File: config.mk
export PLATFORM = sky130hd
export DESIGN_NAME = ssm_seq
export DESIGN_NICKNAME = d
export VERILOG_FILES = /design/src/hdl/ssm_pkg.sv /design/src/hdl/ssm_seq.sv
export SDC_FILE = /design/constraint.sdc
export NUM_CORES = 1
export LEC_CHECK = 0
export ABC_AREA = 1
export BUFFER_PORTS_ARGS = -buffer_cell sky130_fd_sc_hd__clkbuf_2
export CORE_MARGIN = 2
export CORE_UTILIZATION = 30
export DETAILED_ROUTE_END_ITERATION = 8
export PLACE_DENSITY = 0.48
export SYNTH_ARGS = -nofsm -noshare
export SYNTH_HDL_FRONTEND = slang
export SYNTH_SLANG_ARGS = --single-unit
File: constraint.sdc
create_clock -name clk -period 2.5 [get_ports clk]
set_clock_uncertainty 0.1 [all_clocks]
set_input_delay 0.5 -clock clk [delete_from_list [all_inputs] [get_ports clk]]
set_output_delay 0.5 -clock clk [all_outputs]
set_load 0.05 [all_outputs]
File: src/hdl/ssm_pkg.sv
package ssm_pkg;

    // Default configuration
    localparam int DEPTH_DEF      = 1024;
    localparam int BLOCK_SIZE_DEF = 32;
    localparam int NUM_BLOCKS_DEF = 32;

    // Fixed field widths
    localparam int IDX_W = 10;
    localparam int VAL_W = 32;
    localparam int SUM_W = 48;

    // Item kinds
    localparam logic KIND_WRITE = 1'b0;
    localparam logic KIND_QUERY = 1'b1;

    // Microprogram counter
    localparam int UPC_W = 5;
    typedef logic [UPC_W-1:0] upc_t;

    // Sequencing of one control word
    typedef enum logic [2:0] {
        SEQ_NEXT,
        SEQ_BR,
        SEQ_LOOP,
        SEQ_FETCH,
        SEQ_EMIT,
        SEQ_END
    } seq_op_t;

    // Branch conditions
    typedef enum logic [3:0] {
        C_NONE,
        C_CLR_END,
        C_WBAD,
        C_BASE_GT,
        C_SCAN_END,
        C_LT,
        C_SUMEQ,
        C_EEND,
        C_EHIT
    } cond_t;

    typedef enum logic [1:0] {SRD_NONE, SRD_PTR, SRD_NEXT} srd_t;
    typedef enum logic [1:0] {PTR_HOLD, PTR_INC, PTR_DEC} ptr_op_t;
    typedef enum logic [1:0] {ERD_NONE, ERD_IDX, ERD_POS} erd_t;
    typedef enum logic [1:0] {ACC_HOLD, ACC_LOAD, ACC_ADD} acc_op_t;

    // Datapath operations of one step
    typedef struct packed {
        srd_t    sum_rd;
        logic    sum_wr;
        ptr_op_t ptr_op;
        erd_t    elem_rd;
        logic    elem_wr;
        acc_op_t acc_op;
        logic    latch_blk;
        logic    clr;
    } dp_ops_t;

    typedef struct packed {
        seq_op_t seq;
        cond_t   cond;
        upc_t    jaddr;
        logic    emit_val;
        dp_ops_t ops;
    } ucode_t;

    // Sequencer to datapath
    typedef struct packed {
        logic    load;
        logic    load_kind;
        dp_ops_t ops;
    } dp_ctrl_t;

    // Datapath to sequencer
    typedef struct packed {
        logic clr_end;
        logic wbad;
        logic base_gt;
        logic scan_end;
        logic sum_lt;
        logic sum_eq;
        logic elem_end;
        logic elem_hit;
    } dp_flags_t;

    localparam dp_ops_t OPS_NONE = '{
        sum_rd:    SRD_NONE,
        sum_wr:    1'b0,
        ptr_op:    PTR_HOLD,
        elem_rd:   ERD_NONE,
        elem_wr:   1'b0,
        acc_op:    ACC_HOLD,
        latch_blk: 1'b0,
        clr:       1'b0
    };

    // Program addresses
    localparam upc_t A_CLR   = 5'd0;
    localparam upc_t A_FETCH = 5'd1;
    localparam upc_t A_W0    = 5'd2;
    localparam upc_t A_W1    = 5'd3;
    localparam upc_t A_W2    = 5'd4;
    localparam upc_t A_W3    = 5'd5;
    localparam upc_t A_END   = 5'd6;
    localparam upc_t A_Q0    = 5'd7;
    localparam upc_t A_Q1    = 5'd8;
    localparam upc_t A_Q2    = 5'd9;
    localparam upc_t A_Q3    = 5'd10;
    localparam upc_t A_Q4    = 5'd11;
    localparam upc_t A_Q5    = 5'd12;
    localparam upc_t A_Q6    = 5'd13;
    localparam upc_t A_Q7    = 5'd14;
    localparam upc_t A_NO    = 5'd15;
    localparam upc_t A_YES   = 5'd16;
    localparam upc_t A_LAST  = A_YES;

    // Control store. A LOOP word stays put and runs its operations until its
    // condition holds, then jumps without running them.
    function automatic ucode_t ucode_rom(upc_t addr);
        ucode_t w;
        w = '{seq: SEQ_END, cond: C_NONE, jaddr: A_FETCH, emit_val: 1'b0, ops: OPS_NONE};
        case (addr)
            // clear both memories after reset
            A_CLR:
            begin
                w.seq = SEQ_LOOP; w.cond = C_CLR_END; w.jaddr = A_FETCH;
                w.ops.clr = 1'b1;
            end
            A_FETCH:
            begin
                w.seq = SEQ_FETCH;
            end
            // write: read old element
            A_W0:
            begin
                w.seq = SEQ_BR; w.cond = C_WBAD; w.jaddr = A_END;
                w.ops.elem_rd = ERD_IDX;
            end
            // store element, form delta, read sum of block 0
            A_W1:
            begin
                w.seq = SEQ_NEXT;
                w.ops.elem_wr = 1'b1;
                w.ops.sum_rd  = SRD_PTR;
                w.ops.ptr_op  = PTR_INC;
            end
            // update block sums up to the written block
            A_W2:
            begin
                w.seq = SEQ_LOOP; w.cond = C_BASE_GT; w.jaddr = A_W3;
                w.ops.sum_wr = 1'b1;
                w.ops.sum_rd = SRD_PTR;
                w.ops.ptr_op = PTR_INC;
            end
            A_W3:
            begin
                w.seq = SEQ_END;
                w.ops.sum_wr = 1'b1;
            end
            A_END:
            begin
                w.seq = SEQ_END;
            end
            // query: scan block sums from the last block down
            A_Q0:
            begin
                w.seq = SEQ_NEXT;
                w.ops.sum_rd = SRD_PTR;
                w.ops.ptr_op = PTR_DEC;
            end
            A_Q1:
            begin
                w.seq = SEQ_LOOP; w.cond = C_SCAN_END; w.jaddr = A_Q2;
                w.ops.sum_rd = SRD_PTR;
                w.ops.ptr_op = PTR_DEC;
            end
            A_Q2:
            begin
                w.seq = SEQ_BR; w.cond = C_LT; w.jaddr = A_NO;
            end
            A_Q3:
            begin
                w.seq = SEQ_BR; w.cond = C_SUMEQ; w.jaddr = A_YES;
                w.ops.sum_rd    = SRD_NEXT;
                w.ops.latch_blk = 1'b1;
            end
            A_Q4:
            begin
                w.seq = SEQ_NEXT;
                w.ops.acc_op = ACC_LOAD;
            end
            A_Q5:
            begin
                w.seq = SEQ_NEXT;
                w.ops.elem_rd = ERD_POS;
            end
            // walk the found block backwards
            A_Q6:
            begin
                w.seq = SEQ_LOOP; w.cond = C_EEND; w.jaddr = A_Q7;
                w.ops.acc_op  = ACC_ADD;
                w.ops.elem_rd = ERD_POS;
            end
            A_Q7:
            begin
                w.seq = SEQ_BR; w.cond = C_EHIT; w.jaddr = A_YES;
            end
            A_NO:
            begin
                w.seq = SEQ_EMIT; w.emit_val = 1'b0;
            end
            A_YES:
            begin
                w.seq = SEQ_EMIT; w.emit_val = 1'b1;
            end
            default:
            begin
                w.seq = SEQ_END;
            end
        endcase
        return w;
    endfunction

endpackage

File: src/hdl/ssm_seq.sv
module ssm_seq
    import ssm_pkg::*;
(
    input  logic      clk,
    input  logic      rst_n,
    input  logic      cmd_valid,
    input  logic      cmd_kind,
    output logic      cmd_ready,
    output logic      rsp_valid,
    output logic      rsp_found,
    input  logic      rsp_ready,
    input  dp_flags_t flags,
    output dp_ctrl_t  ctrl
);

    upc_t   upc_reg;
    upc_t   upc_next;
    logic   out_valid_reg;
    logic   out_valid_next;
    logic   found_reg;
    logic   found_next;
    ucode_t cw;
    logic   cond_hit;
    logic   slot_free;

    assign cw        = ucode_rom(upc_reg);
    assign slot_free = !out_valid_reg || rsp_ready;

    // Condition select
    always_comb
    begin
        case (cw.cond)
            C_CLR_END:  cond_hit = flags.clr_end;
            C_WBAD:     cond_hit = flags.wbad;
            C_BASE_GT:  cond_hit = flags.base_gt;
            C_SCAN_END: cond_hit = flags.scan_end;
            C_LT:       cond_hit = flags.sum_lt;
            C_SUMEQ:    cond_hit = flags.sum_eq;
            C_EEND:     cond_hit = flags.elem_end;
            C_EHIT:     cond_hit = flags.elem_hit;
            default:    cond_hit = 1'b0;
        endcase
    end

    // Next address, datapath strobes and result register
    always_comb
    begin
        upc_next       = upc_reg + UPC_W'(1);
        ctrl.load      = 1'b0;
        ctrl.load_kind = cmd_kind;
        ctrl.ops       = cw.ops;
        cmd_ready      = 1'b0;
        out_valid_next = out_valid_reg && !rsp_ready;
        found_next     = found_reg;
        case (cw.seq)
            SEQ_NEXT:
            begin
                upc_next = upc_reg + UPC_W'(1);
            end
            SEQ_BR:
            begin
                upc_next = cond_hit ? cw.jaddr : upc_reg + UPC_W'(1);
            end
            SEQ_LOOP:
            begin
                if (cond_hit)
                begin
                    upc_next = cw.jaddr;
                    ctrl.ops = OPS_NONE;
                end
                else
                begin
                    upc_next = upc_reg;
                end
            end
            SEQ_FETCH:
            begin
                cmd_ready = 1'b1;
                ctrl.load = cmd_valid;
                if (cmd_valid)
                begin
                    upc_next = (cmd_kind == KIND_QUERY) ? A_Q0 : A_W0;
                end
                else
                begin
                    upc_next = upc_reg;
                end
            end
            SEQ_EMIT:
            begin
                if (slot_free)
                begin
                    out_valid_next = 1'b1;
                    found_next     = cw.emit_val;
                    upc_next       = A_FETCH;
                end
                else
                begin
                    upc_next = upc_reg;
                end
            end
            SEQ_END:
            begin
                upc_next = A_FETCH;
            end
            default:
            begin
                upc_next = A_FETCH;
            end
        endcase
    end

    always_ff @(posedge clk or negedge rst_n)
    begin
        if (!rst_n)
        begin
            upc_reg       <= A_CLR;
            out_valid_reg <= 1'b0;
        end
        else
        begin
            upc_reg       <= upc_next;
            out_valid_reg <= out_valid_next;
        end
    end

    always_ff @(posedge clk)
    begin
        found_reg <= found_next;
    end

    assign rsp_valid = out_valid_reg;
    assign rsp_found = found_reg;

`ifndef NO_ASSERTIONS
    // an accepted item starts the write or the query routine
    a_dispatch: assert property (@(posedge clk) disable iff (!rst_n)
        (cmd_valid && cmd_ready) |=> ((upc_reg == A_W0) || (upc_reg == A_Q0)))
        else $error("bad dispatch after accept");

    // the program counter stays inside the control store
    a_upc_range: assert property (@(posedge clk) disable iff (!rst_n)
        upc_reg <= A_LAST)
        else $error("program counter out of range");

    // a result appears only from one of the answer words
    a_emit_src: assert property (@(posedge clk) disable iff (!rst_n)
        $rose(out_valid_reg) |-> ($past(upc_reg) == A_YES || $past(upc_reg) == A_NO))
        else $error("result raised outside an answer step");
`endif

endmodule

# After elaboration in Yosys (flattened, before gate mapping)
# Index checks and enable logic that the tools add are counted.
# Widths: inputs -> output; s select.
[totals] memories=0 ff_bits=7 input_bits=13 mem_bits_rw=0 latchBits=0 romBits=0
[op_classes] n_eq_ne=30 div=0 mux=24 reduce_logical=17 n_shift=0 multipliers=0 magnitude_cmp=0 bitwise_logic=0 addsub=1
[op_table] cell="$pmux 9 s8" n=1
[op_table] cell="$eq 5x4->1 const B" n=8
[op_table] cell="$pmux 5 s5" n=1
[op_table] cell="$mux 12" n=2
[op_table] cell="$mux 5" n=4
[op_table] cell="$eq 4x3->1 const B" n=4
[op_table] cell="$pmux 2 s2" n=4
[op_table] cell="$reduce_or 4->1" n=4
[op_table] cell="$eq 5x3->1 const B" n=3
[op_table] cell="$pmux 3 s5" n=1
[op_table] cell="$eq 5x2->1 const B" n=2
[op_table] cell="$reduce_or 2->1" n=5
[op_table] cell="$mux 1" n=9
[op_table] cell="$eq 4x2->1 const B" n=2
[op_table] cell="$pmux 1 s8" n=1
[op_table] cell="$eq 3x2->1 const B" n=2
[op_table] cell="$ne 2x2->1 const B" n=3
[op_table] cell="$add 5x1->5 const B" n=1
[op_table] cell="$eq 5x1->1 const B" n=1
[op_table] cell="$eq 5x5->1 const B" n=1
[op_table] cell="$logic_not 5->1" n=1
[op_table] cell="$eq 4x1->1 const B" n=1
[op_table] cell="$eq 4x4->1 const B" n=1
[op_table] cell="$eq 3x1->1 const B" n=1
[op_table] cell="8 further kinds" n=9

# Logic depth before layout (Yosys ltp)
[depth] ltp_word=6 depth_mapped=18 depth_no_buf=18

# Worst setup path after synthesis
# OpenSTA, ideal clock, no wires.
[synth_path] path_type="register to output" from="register upc_reg[0]" to="output port ctrl[6] in the netlist's numbering" path_stages_with_launch=13 arrival_time_ns=3.112 t_required_ns=1.900 slack_ns=-1.212 n_path_buf=0 path_cell_list="dfrtp_1 inv_1 ha_1 nand2_4 nor2_2 nor2_1 nand2_1 nand2_1 nand2_2 nand2_2 nor2_4 a21oi_4 a211oi_1"
[synth_rtl] item="start, declared" line="ssm_seq.sv:16" text="upc_t upc_reg;"
[synth_rtl] item="start signal, assigned" line="ssm_seq.sv:122" text="upc_reg <= upc_next;"
[synth_rtl] item="end, declared" line="ssm_seq.sv:13" text="output dp_ctrl_t ctrl"

==> flow_summary.json <==
{
  "hold_end": "rsp_valid",
  "synth.distinct_cells": 31,
  "maxCapViolations": 0,
  "wl_per_cell_um": 13.7,
  "clock.fmax_ghz": 0.335,
  "max_slew_margin_pct": 76.2,
  "tns_ps": -4030,
  "drive_gt1_share_pct": 64.7,
  "hold_viol": 0,
  "cts_made_buffers": 3,
  "rsz0062_at_grt": "true",
  "ir_drop_mv": 1.04,
  "power.density_mw_per_mm2": 1450,
  "htreeDepth": 1,
  "tritoncts": "built",
  "slew_viol_final": 0,
  "coreArea_mm2": 0.00374,
  "rrSetupSlack_ps": 20,
  "synth_edf_count": 1,
  "power.leakage_nw": 1.22,
  "clock-sinks": 7,
  "timing.rr.end": "upc_reg[0]",
  "antenna_left": 0,
  "min_period_ps": 2980,
  "min_from": "rsp_ready",
  "dr.pass1.iters": 5,
  "route.detailed.drc": 0,
  "grt_pass1_wl_mm": 7.71,
  "arrival_ps": 2380,
  "rows": 22,
  "switching_share_pct": 50.8,
  "reg2reg_depth": 19,
  "netlist_instances": 190,
  "diodes": 0,
  "yosys.area.top_type": "nand2_1",
  "path_clk_slew_ps": 40,
  "period_share_pct": 119,
  "ys_warn_count": 0,
  "path_max_fanout": 8,
  "area_delta_synth_final_pct": 109,
  "finalWirelength_mm": 4.77,
  "largest_reg_flops": 5,
  "num-nets-final": 318,
  "end_kind": "output port",
  "grt-ovfl-total": 0,
  "holdPathStages": 2,
  "r2r-start": "upc_reg[0]",
  "clkLatencyLatePin_ps": 230,
  "mostFrequentLayoutCells": "69 x buf_4, 36 x nand2_1, 22 x nand3_1",
  "stdcell_count": 348,
  "setup_violations": 11,
  "vias": 1679,
  "cp-start-kind": "flip-flop",
  "synthFlopType": "dfrtp_1",
  "share_comb_of_total_power_pct": 90.1,
  "synth_top_area_share_pct": 13.9,
  "fin_util_pct": 66.5,
  "start_util_pct": 31.8,
  "synthTopCellsByArea": "nand2_1 14%, dfrtp_1 13%, nand3_1 9.2%",
  "fp.dieW_um": 67.0,
  "grtUsageTotal_pct": 22.7,
  "critPathRequiredTime_ps": 1900,
  "antenna_found_initial": 0,
  "p_int_w": 0.00178,
  "critPathKind": "reg2out",
  "io_pins": 30,
  "seqPwrFrac_pct": 5.6,
  "grt_max_degree": 9,
  "die_h_um": 67.0,
  "grt_pass1_vias": 1750,
  "cts_buffer_depth": 2,
  "violations": "setup timing",
  "fin_total_pwr_w": 0.00361,
  "syn_avg_cell_area_um2": 6.27,
  "clockRootBuffer": "clkbuf_8",
  "ys_seq_area_share_pct": 15.1,
  "async_reset_ff_share_pct": 85.7,
  "place_hpwl_mm": 3.62,
  "cp_cell_sequence": "inv_4 > ha_4 > inv_2 > nor2_4 > nand2_2 > nand3_4 > inv_4 > nand2_2 > nand2_1 > nand2_2 > nand2_2 > nor2_4 > a21oi_4 > buf_12 > a211oi_4 > buf_12",
  "netlist_area_mm2": 0.00119,
  "layout_commonest_cell": "buf_4",
  "vias_per_cell": 4.82,
  "dp.cells": 324,
  "worst_slack_ps": -485,
  "ys_ff_latch": 7,
  "power_frac_clock_pct": 4.3,
  "io_buffers": 29,
  "drt-initial-drc-count": 72,
  "globalplace.congestion": 0.922,
  "synth_nets": 207,
  "crit_top_cell": "nand2_2",
  "die-area_mm2": 0.00449,
  "dp_slack_ps": -355,
  "cpPeakStageDelay_ps": 440,
  "power_switching_w": 0.00184,
  "crit_slowest_cell": "dfrtp_2",
  "status": "finished, violations left",
  "hp-class": "in2reg",
  "tightest_slew_ps": 357,
  "cp-startpoint": "upc_reg[0]"
}
repair_timing:
action                                  4_1_cts  5_1_grt
hold endpoints to repair                      6        0
hold buffers                                  1        0
setup buffers                                12       10
resized for setup                            35       34
endpoints found under the setup margin       12       16
pin swaps                                    13       15
per-layer routing:
| metal | wire [um] | global-route usage, % |
|---|---|---|
| met1 | 1860 | 24.8 |
| met2 | 2540 | 43.4 |
| met3 | 158 | 1.52 |
| met5 | 0 | 0 |
| met4 | 207 | 11.0 |
synth_stat cells (4+ instances only):
cell type   n
nand2_4     4
inv_1      19
ha_1        4
nor2_1     17
a21oi_1     4
nand4_1     4
nand2_1    44
nor2_2     14
dfrtp_1     6
inv_2      10
nand3_1    22
nand2_2     8
nand3_2     4
critical path: cells and delay by family, from the launching register on:
kind	cells	cell delay [ps]
fa+ha+maj	1	140
simple gates	8	770
compound gates	2	280
buf+inv	5	520
flops	1	440
worst max path at each step:
stage,endpoint,cells past startpoint
3_3_place_gp,ctrl[7],14
5_1_grt,ctrl[6],14
3_5_place_dp,ctrl[0],14
6_report,ctrl[6],16
4_1_cts,ctrl[6],16
2_1_floorplan,ctrl[6],12
area by class of cell:
cell class,instances,area [um^2]
flip-flops and latches,7,184
multi-input cells,150,1160
fillers,334,1250
well taps,48,60.1
clock buffers,4,45.0
inverters,30,125
repair buffers,109,913
through the flow:
step / instance area (um^2) / hold WS, ps
floorplan: 1340 / 104
global placement: 2000 / 230
detailed placement: 2000 / 229
CTS: 2320 / 387
global route: 2490 / 409
finish: 2490 / 390
power by group through the flow:
stage               registers [W]  logic [W]  clock network (W)
finish                   0.000201    0.00326           0.000156
global route             0.000204    0.00348           0.000166
CTS                      0.000193    0.00288           0.000161
detailed placement       0.000195    0.00256                  0
global placement         0.000196    0.00251                  0
floorplan                0.000174    0.00159                  0
cell families after synthesis:
logic type	synth area share [%]
and+or+nand+nor	56.5
buffers and inverters	11.6
AOI/OAI and AO/OA	11.1
DFF	15.1
adders and majority gates	4.20
xor gates and xnor gates	1.47
(Power assumes the default switching activity.)
